==> config.mk <==
export PLATFORM = sky130hd
export DESIGN_NAME = tsm_front
export DESIGN_NICKNAME = d
export VERILOG_FILES = /design/src/hw/rtl/tsm_pkg.sv /design/src/hw/rtl/tsm_front.sv
export SDC_FILE = /design/constraint.sdc
export NUM_CORES = 2
export LEC_CHECK = 0
export BUFFER_PORTS_ARGS = -buffer_cell sky130_fd_sc_hd__buf_2
export CORE_ASPECT_RATIO = 1.4
export CORE_MARGIN = 5
export CORE_UTILIZATION = 45
export CTS_CLUSTER_DIAMETER = 40
export DETAILED_ROUTE_END_ITERATION = 7
export MAX_ROUTING_LAYER = met4
export PLACE_DENSITY = 0.6
export SLEW_MARGIN = 20
export SYNTH_ARGS = -nofsm -noshare
export SYNTH_HDL_FRONTEND = slang
export SYNTH_SLANG_ARGS = --single-unit
==> constraint.sdc <==
create_clock -name clk -period 22.3 [get_ports clk]
set_input_delay 4.46 -clock clk [delete_from_list [all_inputs] [get_ports clk]]
set_output_delay 4.46 -clock clk [all_outputs]
set_load 0.05 [all_outputs]
==> src/hw/rtl/tsm_pkg.sv <==
// Shared constants for the triangle stiffness matrix block.
`default_nettype none
package tsm_pkg;
  localparam int COORD_BITS_DEF = 16;
  localparam int FRAC_BITS_DEF  = 16;
  localparam int Q_BITS         = 32;
  localparam int META_W         = 6;
  localparam int QUEUE_DEPTH    = 4;
  localparam int ROW_W          = 2;
  localparam int OUT_TDATA_W    = 40;
  localparam int OUT_TUSER_W    = 2;
  localparam logic [Q_BITS-1:0] VAL_MAX = 32'h7FFF_FFFF;
  localparam logic [Q_BITS-1:0] VAL_MIN = 32'h8000_0000;
  localparam logic [ROW_W-1:0]  IDX_LAST = 2'd2;
endpackage
`default_nettype wire

==> src/hw/rtl/tsm_front.sv <==
// Front end: takes vertices, forms edge differences and twice the area, classifies.
`default_nettype none
module tsm_front import tsm_pkg::*; #(
  parameter int COORD_BITS = COORD_BITS_DEF,
  localparam int C  = COORD_BITS,
  localparam int DW = 2*C+3,
  localparam int EW = 1 + DW + 6*(C+1)
) (
  input  wire logic          clk,
  input  wire logic          rst,
  input  wire logic          in_valid,
  output logic               in_ready,
  input  wire logic [6*C-1:0] in_data,
  output logic               out_valid,
  input  wire logic          out_ready,
  output logic [EW-1:0]      out_data
);
  logic ce;
  logic v1, v2, v3;
  logic signed [C-1:0] x0, y0, x1, y1, x2, y2;
  logic signed [C:0] dx1, dy2, dx2, dy1, b0, b2, c0, c1;
  logic signed [C:0] r_dx1, r_dy2, r_dx2, r_dy1, r_b0, r_b1, r_b2, r_c0, r_c1, r_c2;
  logic signed [C:0] s_b0, s_b1, s_b2, s_c0, s_c1, s_c2;
  logic signed [2*C+1:0] p1, p2;
  logic signed [2*C+2:0] a2;
  logic [DW-1:0] den;
  logic bad;

  // Stall the whole front when the queue cannot take the finished item
  assign ce        = !v3 || out_ready;
  assign in_ready  = ce;
  assign out_valid = v3;

  always_ff @(posedge clk) begin
    if (rst) begin
      v1 <= 1'b0;
      v2 <= 1'b0;
      v3 <= 1'b0;
    end else if (ce) begin
      v1 <= in_valid;
      v2 <= v1;
      v3 <= v2;
    end
  end

  // Capture coordinates
  always_ff @(posedge clk) begin
    if (ce) begin
      x0 <= $signed(in_data[0*C +: C]);
      y0 <= $signed(in_data[1*C +: C]);
      x1 <= $signed(in_data[2*C +: C]);
      y1 <= $signed(in_data[3*C +: C]);
      x2 <= $signed(in_data[4*C +: C]);
      y2 <= $signed(in_data[5*C +: C]);
    end
  end

  // Edge differences
  assign dx1 = x1 - x0;
  assign dy2 = y2 - y0;
  assign dx2 = x2 - x0;
  assign dy1 = y1 - y0;
  assign b0  = y1 - y2;
  assign b2  = y0 - y1;
  assign c0  = x2 - x1;
  assign c1  = x0 - x2;

  always_ff @(posedge clk) begin
    if (ce) begin
      r_dx1 <= dx1;
      r_dy2 <= dy2;
      r_dx2 <= dx2;
      r_dy1 <= dy1;
      r_b0  <= b0;
      r_b1  <= dy2;
      r_b2  <= b2;
      r_c0  <= c0;
      r_c1  <= c1;
      r_c2  <= dx1;
    end
  end

  // Area cross products
  always_ff @(posedge clk) begin
    if (ce) begin
      p1   <= r_dx1 * r_dy2;
      p2   <= r_dx2 * r_dy1;
      s_b0 <= r_b0;
      s_b1 <= r_b1;
      s_b2 <= r_b2;
      s_c0 <= r_c0;
      s_c1 <= r_c1;
      s_c2 <= r_c2;
    end
  end

  // Twice the area, its double as divisor, and the bad-area flag
  assign a2  = p1 - p2;
  assign den = {a2[2*C+1:0], 1'b0};
  assign bad = a2[2*C+2] || (a2 == '0);

  assign out_data = {bad, den, s_c2, s_c1, s_c0, s_b2, s_b1, s_b0};
endmodule
`default_nettype wire

==> impl_metrics.tcl <==
set metrics [dict create \
    min-delay-start "r_b2[8]$_DFFE_PP_" \
    grt_usage_pct 22.8 \
    cpMaxStageDelayCell "a211oi_1" \
    clock_path_buffers 3 \
    min_period_ns 10.16 \
    syn_area_um2 41600 \
    io_buffers 238 \
    critPathMostFrequentCell "nor4_1" \
    worstPathArrival_ns 5.70 \
    setup_viol 0 \
    final_cell_mix "inv_1 (804), fa_1 (601), edfxtp_1 (400)" \
    finClkSkew_ns 0.0668 \
    grt_overflow 0 \
    hold_class "reg2reg" \
    layout_worst_path_cycle_share_pct 45.6 \
    postCtsSetupBuffers 0 \
    grt_max_degree 84 \
    slew_violations 0 \
    clock_sinks 403 \
    slew_headroom_pct 31.8 \
    synthArstFlopShare_pct 0 \
    worstSetupPathType "reg2out" \
    wl_per_cell_um 19.8 \
    synth.yosys.seq_area_share_pct 29.0 \
    root_buffer "clkbuf_16" \
    fp.dieH_um 370 \
    synth-edff-count 400 \
    cp-start-kind "flip-flop" \
    regToRegSetupSlack_ns 15.06 \
    synth-main-ff-cell "edfxtp_1" \
    synthDistinctLibCells 85 \
    cp.required_ns 17.84 \
    avgSynthCellArea_um2 10.5 \
    cts_made_buffers 57 \
    num_vias 27900 \
    r2r_cells 23 \
    dieArea_um2 98700 \
    start_util_pct 45.1 \
    synth_fp_nets 4991 \
    syn_inst 3958 \
    drtPass1Iterations 5 \
    timing.rr.end "p1[33]$_DFFE_PP_" \
    cts-resized-gates 0 \
    worstPathMaxFanout 5 \
    maxCapViolCount 0 \
    die-width_um 267 \
    grt_pass1_vias 29900 \
    hold_end "s_b2[8]$_DFFE_PP_" \
    antenna_found_initial 2 \
    globalplace.congestion 0.893 \
    synth_warnings 0 \
    nets 5211 \
    drt_iter0_drc 1478 \
    ys_ff_latch 403 \
    avgViaCountPerCell 5.14 \
    worstPathCellList "ha_1 > fa_1 > nor2b_1 > o21a_1 > o221ai_2 > a211oi_1 > nor4_1 > o31ai_1 > xor2_1 > or2_2 > nor4_1 > or4b_1 > o31ai_2 > buf_2" \
    hold_buffers 0 \
    num_io_pins 240 \
    status "complete, no violations" \
    routed_wl_um 107000 \
    max_freq_mhz 98.4 \
    critical_path.max_stage_delay_ns 0.55 \
    rsz0062_at_grt "false" \
    hold_viol_final 0 \
    place_hpwl_um 87100 \
    cp-end-kind "output port" \
    cts.clk_slew.worst_paths_ns 0.06 \
    drtAntennaViolNets 0 \
    grt_pass1_wl_um 168000 \
    drive_gt1_share_pct 9.30 \
    final_common_cell "inv_1" \
    worst_pin_slew_ns 1.02 \
    whs_path_depth 0 \
    cts_tree "yes" \
    tns_ns 0 \
    remaining_drc_errors 0 \
    insertedDiodeCount 0 \
    r2r-start "r_b1[4]$_DFFE_PP_" \
    rows 132 \
    core_area_um2 92200 \
    syn_to_final_growth_pct 10.7 \
    clkLatencyLatePin_ns 0.65 \
    h-tree-depth 2 \
]
[synthesized netlist by cell type (35+ instances only)]
cell / n / area share, %
nor2b_1: 47 / 0.71
nand2_1: 361 / 3.3
a21oi_1: 126 / 1.5
edfxtp_1: 400 / 29
and2_1: 298 / 4.5
a21o_1: 51 / 0.92
o21ai_0: 114 / 1.4
clkbuf_1: 93 / 0.84
inv_1: 804 / 7.3
nor2_1: 179 / 1.6
xor2_1: 38 / 0.80
ha_1: 332 / 10
fa_1: 601 / 29
nand3_1: 35 / 0.42
xnor2_1: 131 / 2.8
[worst max path at each step]
stage                    start             to  slack [ns]  cells after the start
2_1_floorplan        out_ready       in_ready        3.41                      1
3_3_place_gp         out_ready       in_ready       12.32                      3
3_5_place_dp         out_ready       in_ready       12.30                      3
4_1_cts        p2[0]$_DFFE_PP_  out_data[137]       12.23                     14
5_1_grt        p1[0]$_DFFE_PP_  out_data[137]       11.86                     15
6_report       p2[0]$_DFFE_PP_  out_data[137]       12.14                     14
[routing by layer]
layer | GRT usage, % | vias to the layer above | routed length, um
li1 | - | 13000 | -
met4 | 9.52 | 0 | 5700
met5 | - | - | 0
met3 | 4.20 | 206 | 6050
met2 | 39.9 | 660 | 55700
met1 | 25.5 | 14000 | 39900
[flip-flops by register name, summed over array words and instances (netlist names), 17 cells and up]
| name | cells |
|---|---|
| r_b0 | 17 |
| s_c0 | 17 |
| p1 | 34 |
| r_b2 | 17 |
| s_b1 | 17 |
| s_b2 | 17 |
| r_b1 | 17 |
| r_c2 | 17 |
| r_c0 | 17 |
| r_c1 | 17 |
| s_b0 | 17 |
| s_c2 | 17 |
| s_c1 | 17 |
| p2 | 34 |
[cells by family after synthesis]
| group | after synthesis | synth area share (%) |
|---|---|---|
| xor+xnor | 169 | 3.56 |
| buf+inv | 912 | 8.28 |
| compound gates | 479 | 7.48 |
| simple gates | 1058 | 12.6 |
| flops | 403 | 29.0 |
| fa+ha+maj | 933 | 38.9 |
| other cells | 1 | 0.00902 |
| mux | 3 | 0.0752 |
[per-stage QoR]
stage	std cells	worst slack [ns]	area [um^2]	hold slack [ns]	utilization (%)
after floorplan	3958	3.41	41600	0.400	-
after global routing	5432	11.86	46100	0.416	50.0
final	5432	12.14	46100	0.410	50.0
after detailed placement	5325	12.30	44100	0.405	47.8
after CTS	5432	12.23	46100	0.411	50.0
after global placement	5325	12.32	44100	0.403	47.8
[worst max-delay path: cells and delay by family (launching register included)]
kind | cells | cell delay, ns
flip-flops | 1 | 0.36
buffers and inverters | 1 | 0.35
XOR/XNOR | 1 | 0.17
adder cells (fa/ha/maj) | 2 | 0.64
AND/OR/NAND/NOR | 5 | 1.67
AO/OA/AOI/OAI | 5 | 1.88
[final cells by class]
| type | instances | area [um^2] |
|---|---|---|
| fillers | 8515 | 46100 |
| multi-input cells | 2643 | 26100 |
| flip-flops and latches | 403 | 12100 |
| inverters | 805 | 3020 |
| well taps | 1206 | 1510 |
| clock buffers | 64 | 1470 |
| repair buffers | 268 | 1420 |
| clock inverters | 43 | 482 |
Power is not shown: default switching activity piles up to over one toggle a cycle in this logic, so the estimate is an artifact.
