<file path="config.mk">
export PLATFORM = sky130hd
export DESIGN_NAME = tsm_queue
export DESIGN_NICKNAME = d
export VERILOG_FILES = /design/src/hw/rtl/tsm_pkg.sv /design/src/hw/rtl/tsm_queue.sv
export SDC_FILE = /design/constraint.sdc
export NUM_CORES = 1
export LEC_CHECK = 0
export BUFFER_PORTS_ARGS = -buffer_cell sky130_fd_sc_hd__buf_2
export CAP_MARGIN = 10
export CORE_UTILIZATION = 40
export DETAILED_ROUTE_END_ITERATION = 10
export SETUP_SLACK_MARGIN = 0.4
export SYNTH_ARGS = -nofsm -noshare
export SYNTH_HDL_FRONTEND = slang
export SYNTH_SLANG_ARGS = --single-unit
</file>
<file path="constraint.sdc">
create_clock -name clk -period 3.55 [get_ports clk]
set_input_delay 0.5325 -clock clk [delete_from_list [all_inputs] [get_ports clk]]
set_output_delay 0.5325 -clock clk [all_outputs]
set_load 0.1 [all_outputs]
</file>
<file path="src/hw/rtl/tsm_pkg.sv">
// Shared constants for the triangle stiffness matrix block.
`default_nettype none
package tsm_pkg;
  localparam int COORD_BITS_DEF = 16;
  localparam int FRAC_BITS_DEF  = 16;
  localparam int Q_BITS         = 32;
  localparam int META_W         = 6;
  localparam int QUEUE_DEPTH    = 4;
  localparam int ROW_W          = 2;
  localparam int OUT_TDATA_W    = 40;
  localparam int OUT_TUSER_W    = 2;
  localparam logic [Q_BITS-1:0] VAL_MAX = 32'h7FFF_FFFF;
  localparam logic [Q_BITS-1:0] VAL_MIN = 32'h8000_0000;
  localparam logic [ROW_W-1:0]  IDX_LAST = 2'd2;
endpackage
`default_nettype wire

</file>
<file path="src/hw/rtl/tsm_queue.sv">
// Small FIFO between the front end and the entry back end.
`default_nettype none
module tsm_queue import tsm_pkg::*; #(
  parameter int WIDTH = 8,
  parameter int DEPTH = QUEUE_DEPTH,
  localparam int AW = $clog2(DEPTH)
) (
  input  wire logic             clk,
  input  wire logic             rst,
  input  wire logic             push,
  input  wire logic [WIDTH-1:0] push_data,
  output logic                  full,
  input  wire logic             pop,
  output logic                  not_empty,
  output logic [WIDTH-1:0]      head
);
  logic [WIDTH-1:0] mem [0:DEPTH-1];
  logic [AW-1:0] wptr, rptr;
  logic [AW:0] count;

  assign full      = (count == (AW+1)'(DEPTH));
  assign not_empty = (count != '0);
  assign head      = mem[rptr];

  // Store on push
  always_ff @(posedge clk) begin
    if (push) begin
      mem[wptr] <= push_data;
    end
  end

  // Advance pointers and count
  always_ff @(posedge clk) begin
    if (rst) begin
      wptr  <= '0;
      rptr  <= '0;
      count <= '0;
    end else begin
      if (push) begin
        wptr <= (wptr == AW'(DEPTH-1)) ? '0 : wptr + 1'b1;
      end
      if (pop) begin
        rptr <= (rptr == AW'(DEPTH-1)) ? '0 : rptr + 1'b1;
      end
      count <= count + (AW+1)'(push) - (AW+1)'(pop);
    end
  end
endmodule
`default_nettype wire

</file>
==> out/metrics.cfg, run 1 <==
[finish]
syn_to_final_growth_pct = 15.90
antennaDiodeCount = 0
multiInputGateArea_um2 = 432.9
instances_no_fill = 160
regArea_um2 = 1141
fin_area_um2 = 1869
drive_above_1_share_pct = 32.14
n_fill_cell = 330
nets = 131

[detailed_routing]
first_pass_iters = 4
drtIter0Drc = 24
vias = 773
drc = 0
ant_nets = 0
drt-total-wl_um = 2456
viasPerCell = 4.831
wire_per_inst_um = 15.35

[critical_path]
cp-start-kind = register
critPathCaptureType = output pin
crit_required_ns = 3.02
worstPathCellList = mux4_2, buf_2
cp.depth = 2
cp-endpoint = head[6]
crit_type = reg2out
r2r_start = count[0]$_SDFF_PP0_
worst_path_max_delay_cell = dfxtp_1
r2r_cells = 7
timing.rr.end = count[2]$_SDFF_PP0_
crit_arrival_ns = 1.84
max_stage_delay_ns = 0.67
rrSetupSlack_ns = 1.97
cp_max_fo = 8
crit_family = flip-flops
critPathBufInv = 1

[pwr]
p_clk_share_pct = 30.1
irDropWorstVdd_mv = 0.2602
leakagePower_uw = 0.0007017
total_power_uw = 1199
internal_power_uw = 829.0
seqPwrFrac_pct = 47.3
power_frac_comb_pct = 22.6
sw_frac_of_total_pct = 30.86
p_per_area_nw_per_um2 = 641.5
power.switching_uw = 370.1

[synthesis]
netlist_top_cells_area = edfxtp_1, dfxtp_1, mux4_2, ha_1, and2_1
syn_inst = 85
yosysUniqueCellTypes = 18
yosysSeqAreaShare_pct = 70.75
netlist_area_um2 = 1613
synthTopCellsByCount = edfxtp_1, dfxtp_1, mux4_2
synth.net_count = 105
synth_edf_count = 32
ys_warn_count = 0
async_flop_share_pct = 0
syn_area_per_cell_um2 = 18.97
synth_largest_area_cell = edfxtp_1
synthMostInstantiatedCell = edfxtp_1
synth_top_cell_area_share_pct = 59.58
ys_ff_latch = 41
ys.flop_type = edfxtp_1

[global_route]
antenna_found_initial = 0
grt_pass1_vias = 851
grt.total_usage_pct = 13.82
grt_max_degree = 14
grt.overflow.total = 0
grt_pass1_wl_um = 4029

[sta]
worst_pin_slew_ns = 0.5468
fin_crit_ns = 2.377
finalSetupViolations = 0
finalClockSkew_ns = 0.005641
final.setup.tns_ns = 0
period_share_pct = 66.95
holdWs_ns = 0.4468
max_freq_ghz = 0.4207
slew_violations = 0
max_slew_margin_pct = 63.50
hold_viol_final = 0
rsz0062_at_grt = no

[floorplan]
num_io_pins = 22
start_util_pct = 42.77
core_area_um2 = 3771
die_w_um = 65.50
die_h_um = 65.50
rows = 22
dieArea_um2 = 4290

[placement]
gp_congestion = 0.6753
dp_hpwl_um = 1670
portBuffers = 21
place_area_um2 = 1762
dpl.cell_count = 152

[clock_tree]
cts_tree = yes
worstSkewPairLatency_ns = 0.29
cts_buffers = 5
htreeDepth = 2
ctsHoldBuffers = 0
cts_resized = 0
clock_sinks = 41
cts_buffer_depth = 2
clock-root-buffer = clkbuf_8
clkTransAtPathRegs_ns = 0.08
post_cts_buffers = 0

[flow_run]
maxCapViolCount = 0

[status]
status = finished clean

[worst_hold_path]
hp-class = in2reg

placed cells by master (no fill, tap or decap):
cell	n
a21oi_1	2
and2_1	4
and3_1	1
buf_2	21
bufinv_16	1
clkbuf_1	1
clkbuf_8	5
clkinv_2	1
dfxtp_1	9
edfxtp_1	32
fa_1	1
ha_1	7
inv_1	6
mux2i_1	2
mux4_2	8
nand2b_1	2
nor2_1	3
nor2b_1	2
or3_1	1
or3b_1	2
xor3_1	1
routing by layer:
metal	wire, µm	global-route usage [%]
met1	1028	15.99
met4	57	7.337
met5	0	0
met2	1263	22.81
met3	107	4.340
per-stage QoR:
stage	util, %	setup WS, ns
after detailed placement	46.72	1.434
after floorplan	-	1.790
after global placement	46.72	1.436
final	49.57	1.173
after CTS	49.57	1.115
after global routing	49.57	1.048
layout make-up:
type	instances	share of cell area (%)
sequential	41	61.04
multi-input combinational	36	23.16
timing repair buffer	21	5.623
clock buffer	6	3.882
tap	48	3.213
clock inverter	2	1.874
inverter	6	1.205
power groups by stage:
stage / registers, µW / logic, µW / clock network [µW]
after floorplan: 567 / 240 / 0
after global placement: 576 / 267 / 0
after detailed placement: 578 / 274 / 0
after CTS: 568 / 274 / 366
after global routing: 571 / 289 / 383
final: 567 / 271 / 361
logic make-up (layout without fill, tap and decap cells):
logic type,count (synthesis),count (layout),synth area share [%]
compound gates,2,2,0.6207
xor+xnor,1,1,1.474
fa+ha+maj,8,8,6.672
buf+inv,8,35,2.405
flops,41,41,70.75
mux,10,10,12.41
simple gates,15,15,5.663
how the worst min path moves through the flow:
stage	depth (start not counted)	start	endpoint
final	1	push_data[6]	mem[3][6]$_DFFE_PP_
after global routing	1	push_data[6]	mem[3][6]$_DFFE_PP_
after CTS	1	push_data[6]	mem[3][6]$_DFFE_PP_
after detailed placement	2	rptr[0]$_SDFFE_PP0P_	register
after global placement	2	rptr[0]$_SDFFE_PP0P_	rptr[0]$_SDFFE_PP0P_
after floorplan	2	rptr[0]$_SDFFE_PP0P_	register
sequential cells by signal (all words and copies together), names as in the netlist, named ones only:
register	flops
count	3
wptr	2
mem	32
rptr	2
No activity file was read; power rests on OpenSTA's default activity.
==> inputs of run 2 (changes only) <==
- clock period: 3.55 -> 2 ns (I/O delays scaled with it)
==> run 2 against run 1 <==
  * Worst hold slack worse by 0.22 ns
  * First-iteration DRC count increased by 71%
  * Largest cell class unchanged
  * Largest power group unchanged
  * Register-to-register slack got worse by 1.5 ns
  * Routed wire length down 5.9%
  * Sequential cell count did not move
  * Global-route usage is 0.81 points lower
  * Die area unchanged
  * Sequential power up 76%
  * Cell count grew 0.63%
==> out/metrics.cfg, run 2 (synthesis gave the netlist of run 1 again) <==
[floorplan]
rows = 22
dieArea_um2 = 4290
start_util_pct = 42.77
die_h_um = 65.50
core_area_um2 = 3771
num_io_pins = 22
die_w_um = 65.50

[clock_tree]
cts_buffers = 5
worstSkewPairLatency_ns = 0.28
cts_tree = yes
clkTransAtPathRegs_ns = 0.07
htreeDepth = 2
post_cts_buffers = 0
cts_buffer_depth = 2
clock-root-buffer = clkbuf_8
clock_sinks = 41

[sta]
fin_crit_ns = 1.801
final.setup.tns_ns = 0
max_slew_margin_pct = 67.80
finalClockSkew_ns = 0.003053
finalSetupViolations = 0
hold_viol_final = 0
slew_violations = 0
period_share_pct = 90.07
max_freq_ghz = 0.5551
worst_pin_slew_ns = 0.4863
rsz0062_at_grt = yes

[placement]
gp_congestion = 0.7093
portBuffers = 21
dp_hpwl_um = 1629
place_area_um2 = 1769

[detailed_routing]
drt-total-wl_um = 2311
wl_met3_um = 100
vias = 793
viasPerCell = 4.925
wire_per_inst_um = 14.35
met2_length_um = 1191
ant_nets = 0
drc = 0
met1_length_um = 997
drtIter0Drc = 41
first_pass_iters = 4
highest_layer = met4

[finish]
largest_reg_flops = 32
final_common_cell = edfxtp_1
antennaDiodeCount = 0
top_regs = mem: 32 flops, count: 3 flops
utilization_pct = 51.82
fin_area_um2 = 1954
syn_to_final_growth_pct = 21.18
drive_above_1_share_pct = 38.94
mostFrequentLayoutCells = edfxtp_1, buf_2, mux4_2
top_register = mem
nets = 132

[pwr]
p_clk_share_pct = 24.4
leakagePower_uw = 0.0007206
power.switching_uw = 655.0
p_per_area_nw_per_um2 = 1048
power_frac_comb_pct = 26.7
irDropWorstVdd_mv = 0.4404
seqPwrFrac_pct = 48.8
internal_power_uw = 1393
sw_frac_of_total_pct = 31.98

[critical_path]
r2r_start = count[0]$_SDFF_PP0_
worst_path_max_delay_cell = mux4_2
crit_arrival_ns = 1.50
crit_top_cell = buf_12
max_stage_delay_ns = 0.54
rrSetupSlack_ns = 0.47
critPathCaptureType = output pin
worstPathCellList = buf_12, mux4_2, buf_12
crit_type = reg2out
r2r_cells = 6
timing.rr.end = count[1]$_SDFF_PP0_
cp-endpoint = head[4]
cp-start-kind = register
cp_max_fo = 8
crit_required_ns = 1.70

[flow_run]
maxCapViolCount = 0

[global_route]
grt_max_degree = 13
grt_pass1_vias = 831
antenna_found_initial = 0
grt_pass1_wl_um = 3926
grt.overflow.total = 0
grt.total_usage_pct = 13.01

[worst_hold_path]
holdPathStages = 1
hp-start = push_data[6]
hp-class = in2reg

[status]
status = finished clean

[run 2: critical path, delay by kind of cell, from the launching register on]
family | cells | cell delay (ns)
muxes | 1 | 0.54
DFF | 1 | 0.35
buffers and inverters | 2 | 0.33
[run 2: repair_timing]
item,in CTS,in global routing
hold buffers,0,0
resized for setup,21,10
endpoints found under the setup margin,8,11
pin swaps,0,3
endpoints found under the hold margin,0,0
[run 2: worst min path at each step]
stage	to	slack, ns
final	mem[1][6]$_DFFE_PP_	0.23
after global routing	mem[1][5]$_DFFE_PP_	0.22
after CTS	mem[1][5]$_DFFE_PP_	0.22
after detailed placement	mem[1][6]$_DFFE_PP_	0.52
after global placement	rptr[1]$_SDFFE_PP0P_	0.51
after floorplan	wptr[0]$_SDFFE_PP0P_	0.37
[run 2: area by class of cell]
type	instances	area [µm²]
flip-flops and latches	41	1144
clock inverters	2	10.01
fillers	309	1817
clock buffers	6	72.57
multi-input cells	36	450.4
well taps	48	60.06
inverters	6	22.52
repair buffers	22	195.2
[run 2: layer usage]
layer  vias to the layer above  track usage (%)
met5                         -                0
met4                         0            4.891
met3                         2            5.382
met2                        18            21.65
met1                       401            14.88
li1                        372                -
[run 2: power groups by stage]
stage	clock (µW)	combinational (µW)	sequential (µW)
2_1_floorplan	0	425	1010
5_1_grt	550	583	1010
6_report	501	547	1000
3_5_place_dp	0	494	1020
3_3_place_gp	0	487	1020
4_1_cts	514	535	1000
[run 2: stage by stage]
stage	setup slack (ns)	std cells	power, µW	hold slack, ns
floorplan	0.4722	85	1433	0.3691
global placement	0.3727	153	1502	0.5096
detailed placement	0.3438	153	1513	0.5185
CTS	0.1801	161	2048	0.2181
global route	0.1528	161	2139	0.2205
finish	0.1986	161	2048	0.2290
